## config.mk

```make
export PLATFORM = sky130hd
export DESIGN_NAME = sliding_median_velocity_filter
export DESIGN_NICKNAME = d
export VERILOG_FILES = /design/src/sv/smvf_pkg.sv /design/src/sv/sliding_median_velocity_filter.sv /design/src/sv/smvf_front.sv /design/src/sv/smvf_queue.sv /design/src/sv/smvf_back.sv
export SDC_FILE = /design/constraint.sdc
export NUM_CORES = 2
export LEC_CHECK = 0
export ABC_AREA = 0
export ABC_CLOCK_PERIOD_IN_PS = 32400
export BUFFER_PORTS_ARGS = -buffer_cell sky130_fd_sc_hd__buf_2
export CORE_ASPECT_RATIO = 0.9
export CORE_MARGIN = 4
export CORE_UTILIZATION = 65
export CTS_BUF_LIST = sky130_fd_sc_hd__clkbuf_8
export DETAILED_ROUTE_END_ITERATION = 16
export HOLD_SLACK_MARGIN = 0.12
export PLACE_DENSITY = 0.91
export SETUP_SLACK_MARGIN = 0.02
export SLEW_MARGIN = 25
export SYNTH_ARGS = -nofsm -noshare
export SYNTH_HDL_FRONTEND = slang
export SYNTH_SLANG_ARGS = --single-unit
```

## constraint.sdc

```tcl
create_clock -name clk -period 32.4 [get_ports clk]
set_clock_uncertainty 0.2 [all_clocks]
set_input_delay 0 -clock clk [delete_from_list [all_inputs] [get_ports clk]]
set_output_delay 0 -clock clk [all_outputs]
set_load 0.005 [all_outputs]
```

## src/sv/smvf_pkg.sv

```systemverilog
// ---------------------------------------------------------------------------
// smvf_pkg: shared constants and helpers of the sliding median filter
// Queue depth, rank width and the bit counter used by the rank stage.
// ---------------------------------------------------------------------------
package smvf_pkg;

	// widest window supported; order rows are padded to this many bits
	localparam int unsigned MAX_ROW     = 32;
	localparam int unsigned GROUP_W     = 8;
	localparam int unsigned GROUPS      = MAX_ROW / GROUP_W;
	localparam int unsigned PART_W      = 4;
	localparam int unsigned RANK_W      = 6;
	localparam int unsigned QUEUE_DEPTH = 2;

	// number of set bits in one 8-bit group
	function automatic logic [PART_W-1:0] count8(input logic [GROUP_W-1:0] v);
		logic [PART_W-1:0] acc;
		acc = '0;
		for (int k = 0; k < GROUP_W; k++) begin
			acc = acc + PART_W'(v[k]);
		end
		return acc;
	endfunction

endpackage

```

## src/sv/sliding_median_velocity_filter.sv

```systemverilog
// Path: an accepted beat is stored in a queue slot, then registered in s1, s2 and the output stage.
// Throughput: one sample per cycle while the queue has room; the window
//   update and WINDOW-1 compares against the new sample are the front's per-beat loop.
// Reset: arst_n clears the window to all zeros, so early medians count
//   those zeros; queue and pipeline come up empty.
// ---------------------------------------------------------------------------
// sliding_median_velocity_filter: running median of a velocity stream
// Front keeps the sample window plus a pairwise order matrix; a two-slot
// queue decouples it from the back, which turns matrix rows into ranks and
// outputs the entry of rank WINDOW/2.
// ---------------------------------------------------------------------------
module sliding_median_velocity_filter #(
	parameter int unsigned WINDOW       = 11,
	parameter int unsigned SAMPLE_WIDTH = 16
) (
	input  logic                    clk,
	input  logic                    arst_n,
	input  logic                    in_valid,
	output logic                    in_ready,
	input  logic [SAMPLE_WIDTH-1:0] velocity_sample,
	output logic                    out_valid,
	input  logic                    out_ready,
	output logic [SAMPLE_WIDTH-1:0] filtered_velocity
);

	localparam int unsigned SNAP_W = WINDOW * SAMPLE_WIDTH + WINDOW * WINDOW;

	// snapshot of window and order matrix after each beat
	logic                                push_valid;
	logic                                push_ready;
	logic [WINDOW-1:0][SAMPLE_WIDTH-1:0] push_window;
	logic [WINDOW-1:0][WINDOW-1:0]       push_order;
	logic                                pop_valid;
	logic                                pop_ready;
	logic [WINDOW-1:0][SAMPLE_WIDTH-1:0] pop_window;
	logic [WINDOW-1:0][WINDOW-1:0]       pop_order;
	logic [SNAP_W-1:0]                   pop_data;

	// front: shift in the beat, compare it with the older entries
	smvf_front #(
		.WINDOW       (WINDOW),
		.SAMPLE_WIDTH (SAMPLE_WIDTH)
	) u_front (
		.clk             (clk),
		.arst_n          (arst_n),
		.in_valid        (in_valid),
		.in_ready        (in_ready),
		.velocity_sample (velocity_sample),
		.push_valid      (push_valid),
		.push_ready      (push_ready),
		.push_window     (push_window),
		.push_order      (push_order)
	);

	// two-deep queue lets the front run while the output stalls
	smvf_queue #(
		.DATA_W (SNAP_W)
	) u_queue (
		.clk        (clk),
		.arst_n     (arst_n),
		.push_valid (push_valid),
		.push_ready (push_ready),
		.push_data  ({push_window, push_order}),
		.pop_valid  (pop_valid),
		.pop_ready  (pop_ready),
		.pop_data   (pop_data)
	);

	assign pop_window = pop_data[SNAP_W-1 -: WINDOW*SAMPLE_WIDTH];
	assign pop_order  = pop_data[WINDOW*WINDOW-1:0];

	// back: row popcount gives each entry's rank; pick the middle one
	smvf_back #(
		.WINDOW       (WINDOW),
		.SAMPLE_WIDTH (SAMPLE_WIDTH)
	) u_back (
		.clk               (clk),
		.arst_n            (arst_n),
		.pop_valid         (pop_valid),
		.pop_ready         (pop_ready),
		.pop_window        (pop_window),
		.pop_order         (pop_order),
		.out_valid         (out_valid),
		.out_ready         (out_ready),
		.filtered_velocity (filtered_velocity)
	);

endmodule

```

## src/sv/smvf_front.sv

```systemverilog
// ---------------------------------------------------------------------------
// smvf_front: sample window and pairwise order matrix
// Shifts each new beat into the window, compares it against the surviving
// entries and hands the updated window and order matrix to the queue.
// ---------------------------------------------------------------------------
module smvf_front #(
	parameter int unsigned WINDOW       = 11,
	parameter int unsigned SAMPLE_WIDTH = 16
) (
	input  logic                                      clk,
	input  logic                                      arst_n,
	input  logic                                      in_valid,
	output logic                                      in_ready,
	input  logic [SAMPLE_WIDTH-1:0]                   velocity_sample,
	output logic                                      push_valid,
	input  logic                                      push_ready,
	output logic [WINDOW-1:0][SAMPLE_WIDTH-1:0]       push_window,
	output logic [WINDOW-1:0][WINDOW-1:0]             push_order
);

	// order_q[i][j] set: entry j ranks below entry i (ties broken by age)
	logic [WINDOW-1:0][SAMPLE_WIDTH-1:0] window_q;
	logic [WINDOW-1:0][WINDOW-1:0]       order_q;
	logic [WINDOW-1:0][SAMPLE_WIDTH-1:0] window_nxt;
	logic [WINDOW-1:0][WINDOW-1:0]       order_nxt;
	logic                                take;

	assign in_ready   = push_ready;
	assign push_valid = in_valid;
	assign take       = in_valid & push_ready;

	always_comb begin
		window_nxt[0] = velocity_sample;
		for (int i = 1; i < WINDOW; i++) begin
			window_nxt[i] = window_q[i-1];
		end
		order_nxt[0][0] = 1'b0;
		for (int j = 1; j < WINDOW; j++) begin
			// older entry equal to the new one ranks below it
			order_nxt[0][j] = $signed(window_q[j-1]) <= $signed(velocity_sample);
			order_nxt[j][0] = !($signed(window_q[j-1]) <= $signed(velocity_sample));
		end
		for (int i = 1; i < WINDOW; i++) begin
			for (int j = 1; j < WINDOW; j++) begin
				order_nxt[i][j] = order_q[i-1][j-1];
			end
		end
	end

	assign push_window = window_nxt;
	assign push_order  = order_nxt;

	always_ff @(posedge clk or negedge arst_n) begin
		if (!arst_n) begin
			window_q <= '0;
			// all zero: older index ranks below
			for (int i = 0; i < WINDOW; i++) begin
				for (int j = 0; j < WINDOW; j++) begin
					order_q[i][j] <= (j > i);
				end
			end
		end else if (take) begin
			window_q <= window_nxt;
			order_q  <= order_nxt;
		end
	end

endmodule

```

## src/sv/smvf_queue.sv

```systemverilog
// ---------------------------------------------------------------------------
// smvf_queue: short FIFO between window update and median selection
// Holds snapshots so the front keeps taking beats while the back stalls, until the queue is full.
// ---------------------------------------------------------------------------
module smvf_queue #(
	parameter int unsigned DATA_W = 8
) (
	input  logic              clk,
	input  logic              arst_n,
	input  logic              push_valid,
	output logic              push_ready,
	input  logic [DATA_W-1:0] push_data,
	output logic              pop_valid,
	input  logic              pop_ready,
	output logic [DATA_W-1:0] pop_data
);
	import smvf_pkg::*;

	localparam int unsigned PTR_W = $clog2(QUEUE_DEPTH);
	localparam int unsigned CNT_W = $clog2(QUEUE_DEPTH + 1);

	logic [QUEUE_DEPTH-1:0][DATA_W-1:0] slot_q;
	logic [PTR_W-1:0]                   wr_ptr_q;
	logic [PTR_W-1:0]                   rd_ptr_q;
	logic [CNT_W-1:0]                   count_q;
	logic                               do_push;
	logic                               do_pop;

	assign push_ready = count_q != CNT_W'(QUEUE_DEPTH);
	assign pop_valid  = count_q != '0;
	assign pop_data   = slot_q[rd_ptr_q];
	assign do_push    = push_valid & push_ready;
	assign do_pop     = pop_valid & pop_ready;

	always_ff @(posedge clk) begin
		if (do_push) begin
			slot_q[wr_ptr_q] <= push_data;
		end
	end

	always_ff @(posedge clk or negedge arst_n) begin
		if (!arst_n) begin
			wr_ptr_q <= '0;
			rd_ptr_q <= '0;
			count_q  <= '0;
		end else begin
			if (do_push) begin
				wr_ptr_q <= wr_ptr_q + PTR_W'(1);
			end
			if (do_pop) begin
				rd_ptr_q <= rd_ptr_q + PTR_W'(1);
			end
			if (do_push && !do_pop) begin
				count_q <= count_q + CNT_W'(1);
			end else if (do_pop && !do_push) begin
				count_q <= count_q - CNT_W'(1);
			end
		end
	end

endmodule

```

## src/sv/smvf_back.sv

```systemverilog
// ---------------------------------------------------------------------------
// smvf_back: rank count and median pick
// Counts each order row in two steps and selects the entry of middle rank.
// ---------------------------------------------------------------------------
module smvf_back #(
	parameter int unsigned WINDOW       = 11,
	parameter int unsigned SAMPLE_WIDTH = 16
) (
	input  logic                                clk,
	input  logic                                arst_n,
	input  logic                                pop_valid,
	output logic                                pop_ready,
	input  logic [WINDOW-1:0][SAMPLE_WIDTH-1:0] pop_window,
	input  logic [WINDOW-1:0][WINDOW-1:0]       pop_order,
	output logic                                out_valid,
	input  logic                                out_ready,
	output logic [SAMPLE_WIDTH-1:0]             filtered_velocity
);
	import smvf_pkg::*;

	localparam logic [RANK_W-1:0] MID_RANK = RANK_W'(WINDOW / 2);

	logic                                       s1_valid_q;
	logic [WINDOW-1:0][SAMPLE_WIDTH-1:0]        win_s1;
	logic [WINDOW-1:0][GROUPS-1:0][PART_W-1:0]  part_s1;
	logic [WINDOW-1:0][GROUPS-1:0][PART_W-1:0]  part_nxt;
	logic                                       s2_valid_q;
	logic [WINDOW-1:0][SAMPLE_WIDTH-1:0]        win_s2;
	logic [WINDOW-1:0]                          hit_s2;
	logic [WINDOW-1:0]                          hit_nxt;
	logic [SAMPLE_WIDTH-1:0]                    pick;
	logic                                       out_valid_q;
	logic [SAMPLE_WIDTH-1:0]                    result_q;
	logic                                       out_free;
	logic                                       s2_free;
	logic                                       s1_free;

	assign out_free  = ~out_valid_q | out_ready;
	assign s2_free   = ~s2_valid_q | out_free;
	assign s1_free   = ~s1_valid_q | s2_free;
	assign pop_ready = s1_free;

	// partial popcounts, one per 8-bit group of each row
	always_comb begin
		logic [MAX_ROW-1:0] row;
		for (int i = 0; i < WINDOW; i++) begin
			row = MAX_ROW'(pop_order[i]);
			for (int g = 0; g < GROUPS; g++) begin
				part_nxt[i][g] = count8(row[g*GROUP_W +: GROUP_W]);
			end
		end
	end

	// rank is unique per entry, so exactly one hit
	always_comb begin
		logic [RANK_W-1:0] rank;
		for (int i = 0; i < WINDOW; i++) begin
			rank = '0;
			for (int g = 0; g < GROUPS; g++) begin
				rank = rank + RANK_W'(part_s1[i][g]);
			end
			hit_nxt[i] = rank == MID_RANK;
		end
	end

	always_comb begin
		pick = '0;
		for (int i = 0; i < WINDOW; i++) begin
			pick = pick | ({SAMPLE_WIDTH{hit_s2[i]}} & win_s2[i]);
		end
	end

	always_ff @(posedge clk) begin
		if (s1_free) begin
			win_s1  <= pop_window;
			part_s1 <= part_nxt;
		end
		if (s2_free) begin
			win_s2 <= win_s1;
			hit_s2 <= hit_nxt;
		end
		if (out_free) begin
			result_q <= pick;
		end
	end

	always_ff @(posedge clk or negedge arst_n) begin
		if (!arst_n) begin
			s1_valid_q  <= 1'b0;
			s2_valid_q  <= 1'b0;
			out_valid_q <= 1'b0;
		end else begin
			if (s1_free) begin
				s1_valid_q <= pop_valid;
			end
			if (s2_free) begin
				s2_valid_q <= s1_valid_q;
			end
			if (out_free) begin
				out_valid_q <= s2_valid_q;
			end
		end
	end

	assign out_valid         = out_valid_q;
	assign filtered_velocity = result_q;

endmodule
```

==> impl_metrics.toml <==
[clock_tree]
bufs_on_longest_clock_path = 3
cts_made_buffers = 185
clkSinkCount = 1280
clk_latency_ns = 0.89
cts.clk_slew.worst_paths_ns = 0.06
postCtsResizedCells = 0
clockRootBuffer = "clkbuf_8"
clock_tree.htree_level_count = 4
tritoncts = "built"

[detailed_routing]
postRouteAntennaNets = 0
detail_route.wirelength_um = 129000
routed_wire_length_per_instance_um = 27.6
total_iterations_of_the_first_detailed_routing_run = 7
drtIter0Drc = 4743
vias = 30376
remaining_drc_errors = 0
vias_per_cell = 6.50

[die]
ioPinCount = 38
floorplan.die.width_um = 305
initial_core_util = 0.658
coreArea_um2 = 78200
die_area_um2 = 83700
num_rows = 97
die-height_um = 275

[global_route]
gr-usage-all-layers = 0.309
antenna_violations_before_repair = 5
global_route_wire_length_before_repair_um = 194000
grt_max_degree = 160
grt-ovfl-total = 0
first_global_vias = 31495

[power_and_ir_drop]
switching_fraction = 0.356
comb_power_share = 0.303
pd_cells_nw_per_um2 = 112
seq_power_share = 0.492
power.internal_uw = 4110
largest_vdd_supply_drop_v = 0.0000643
clock_share_of_power = 0.206
p_leak_uw = 0.0232
total_switching_power_uw = 2270

[cells_and_area]
stdcell_area_um2 = 57100
area.growth.synth_to_final_pct = 11.0
layout.cells.most_common_list = "1023 x edfxtp_1, 674 x nand2_1, 270 x mux2_2"
finish.utilization = 0.731
layout-drive-gt1-share = 0.179
layoutNonFillerInstCount = 4672
final_common_cell = "edfxtp_1"
nets = 3797

[critical_path]
crit_buf_inv = 3
timing.critical_path.slowest_stage_cell = "dfrtp_4"
cpLargestDelayFamily = "adder cells"
worstSetupPathType = "register to register"
cells_along_the_critical_path = "buf_12, buf_4, mux2_2, ha_1, fa_1, ha_1, inv_1, fa_1, fa_1, xnor2_1"
cp-end-kind = "register"
crit_fanout = 109
timing.critical_path.arrival_ns = 6.01
worst_ep_required_time_ns = 32.78
cp-start-kind = "register"
crit_path_max_incr_delay_ns = 0.95
crit_path_frequent_cell = "fa_1"

[timing]
rsz_0062_raised_after_global_routing = "false"
slew_violations = 0
fin_crit_sh = 0.174
finalSetupViolations = 0
layout_min_cycle_time_ns = 5.63
tightest_slew_ns = 1.10
finalSetupTns_ns = 0
clock.fmax_ghz = 0.178
finalHoldViolCount = 0
timing.hold.ws_ns = 0.123
max_slew_margin = 0.267

[place]
numPortBuffers = 37
gpl.final_weighted_congestion = 0.860
placement.cell_area_um2 = 52800
detailed_place_hpwl_um = 70200
post-place-cells = 4279

[synthesis]
yosys.cell_types.count = 50
synth_seq_cells = 1280
syn_area_per_cell_um2 = 15.7
synth.net_count = 3605
synth-async-reset-ratio = 0.201
number_of_synthesized_flops_with_an_enable_pin = 1023
postSynth.topFlopCell = "edfxtp_1"
synthCells = 3275
synthesis.area_um2 = 51400
yosys_warn_count = 0
synth.yosys.seq_area_share = 0.723

[flow_run]
maxCapViolations = 0

[status]
outcome = "complete, no violations"

[min_path]
hp-class = "input pin to async pin"
## flip-flops by register name (all words and copies together), names as in the netlist
name / cells
u_front.push_order: 90
u_back.part_s1: 72
u_queue.slot_q: 572
u_back.hit_s2: 11
u_front.push_window: 160
u_back.out_valid: 1
u_back.s1_valid_q: 1
u_back.win_s1: 176
u_queue.wr_ptr_q: 1
u_back.filtered_velocity: 16
u_queue.rd_ptr_q: 1
u_back.s2_valid_q: 1
u_queue.count_q: 2
u_back.win_s2: 176
## kinds of logic after synthesis
logic type,Yosys count,share of synthesized area
compound gates,271,0.0362
xor+xnor,27,0.00460
fa+ha+maj,310,0.0840
buf+inv,234,0.0181
flops,1280,0.723
mux,294,0.0639
simple gates,859,0.0700
## cell type report
| class | instances | area (um2) |
|---|---|---|
| Timing Repair Buffer | 112 | 930 |
| Clock buffer | 212 | 2920 |
| Antenna cell | 1 | 2.50 |
| Fill cell | 3994 | 21000 |
| Sequential cell | 1280 | 37200 |
| Multi-Input combinational cell | 1761 | 13400 |
| Inverter | 127 | 484 |
| Clock inverter | 140 | 922 |
| Tap cell | 1039 | 1300 |
## tightest hold or removal path: cells and delay by family
family   cells  cell delay, ns
buf+inv      4            1.58
## final timing paths
path	from	end	slack [ns]	depth (start not counted)
hold reg to reg	u_back.win_s1[85]	u_back.win_s2[85]	0.18	0
setup reg to reg	u_queue.rd_ptr_q	u_back.part_s1[98]	26.77	10
min in group clk	in_valid	u_queue.slot_q[406]	0.17	3
setup / recovery	u_queue.rd_ptr_q	u_back.part_s1[98]	26.77	10
hold / removal	arst_n	u_back.out_valid	0.12	4
max in group asynchronous	arst_n	u_front.push_order[59]	30.94	4
## power groups by stage
| stage | combinational, uW | sequential [uW] | clock, uW |
|---|---|---|---|
| after detailed placement | 1810 | 3120 | 0 |
| after global placement | 1650 | 3060 | 0 |
| after CTS | 1900 | 3110 | 1310 |
| final | 1930 | 3140 | 1310 |
| after global routing | 2100 | 3170 | 1400 |
| after floorplan | 1260 | 3060 | 0 |
## per-stage QoR
step,worst slack (ns),power [uW]
finish,26.77,6380
global placement,27.00,4710
global route,26.65,6670
CTS,26.82,6320
floorplan,18.37,4320
detailed placement,26.86,4920
## repair_timing
item                      CTS  global route
hold endpoints to repair  512             0
setup buffers               0             0
hold buffers               39             0
## cell usage after synthesis, drive strengths merged (36+ instances only)
cell | count | area, um2
edfxtp | 1023 | 30700
a21oi | 87 | 450
inv | 127 | 477
o21ai | 45 | 225
nand2 | 676 | 2540
buf | 44 | 216
a22o | 38 | 333
nand4 | 37 | 238
dfstp | 45 | 1180
ha | 251 | 3140
nor2 | 36 | 135
clkbuf | 63 | 236
fa | 59 | 1180
mux2 | 271 | 3060
dfrtp | 212 | 5310
## layer usage
metal,part of all wire,vias to the layer above,GRT usage
met5,0.00030,-,0
met4,0.061,6,0.168
met3,0.12,602,0.0915
met2,0.47,2414,0.495
met1,0.34,14945,0.386
li1,-,12409,-
Power figures use the tool's default switching activity.
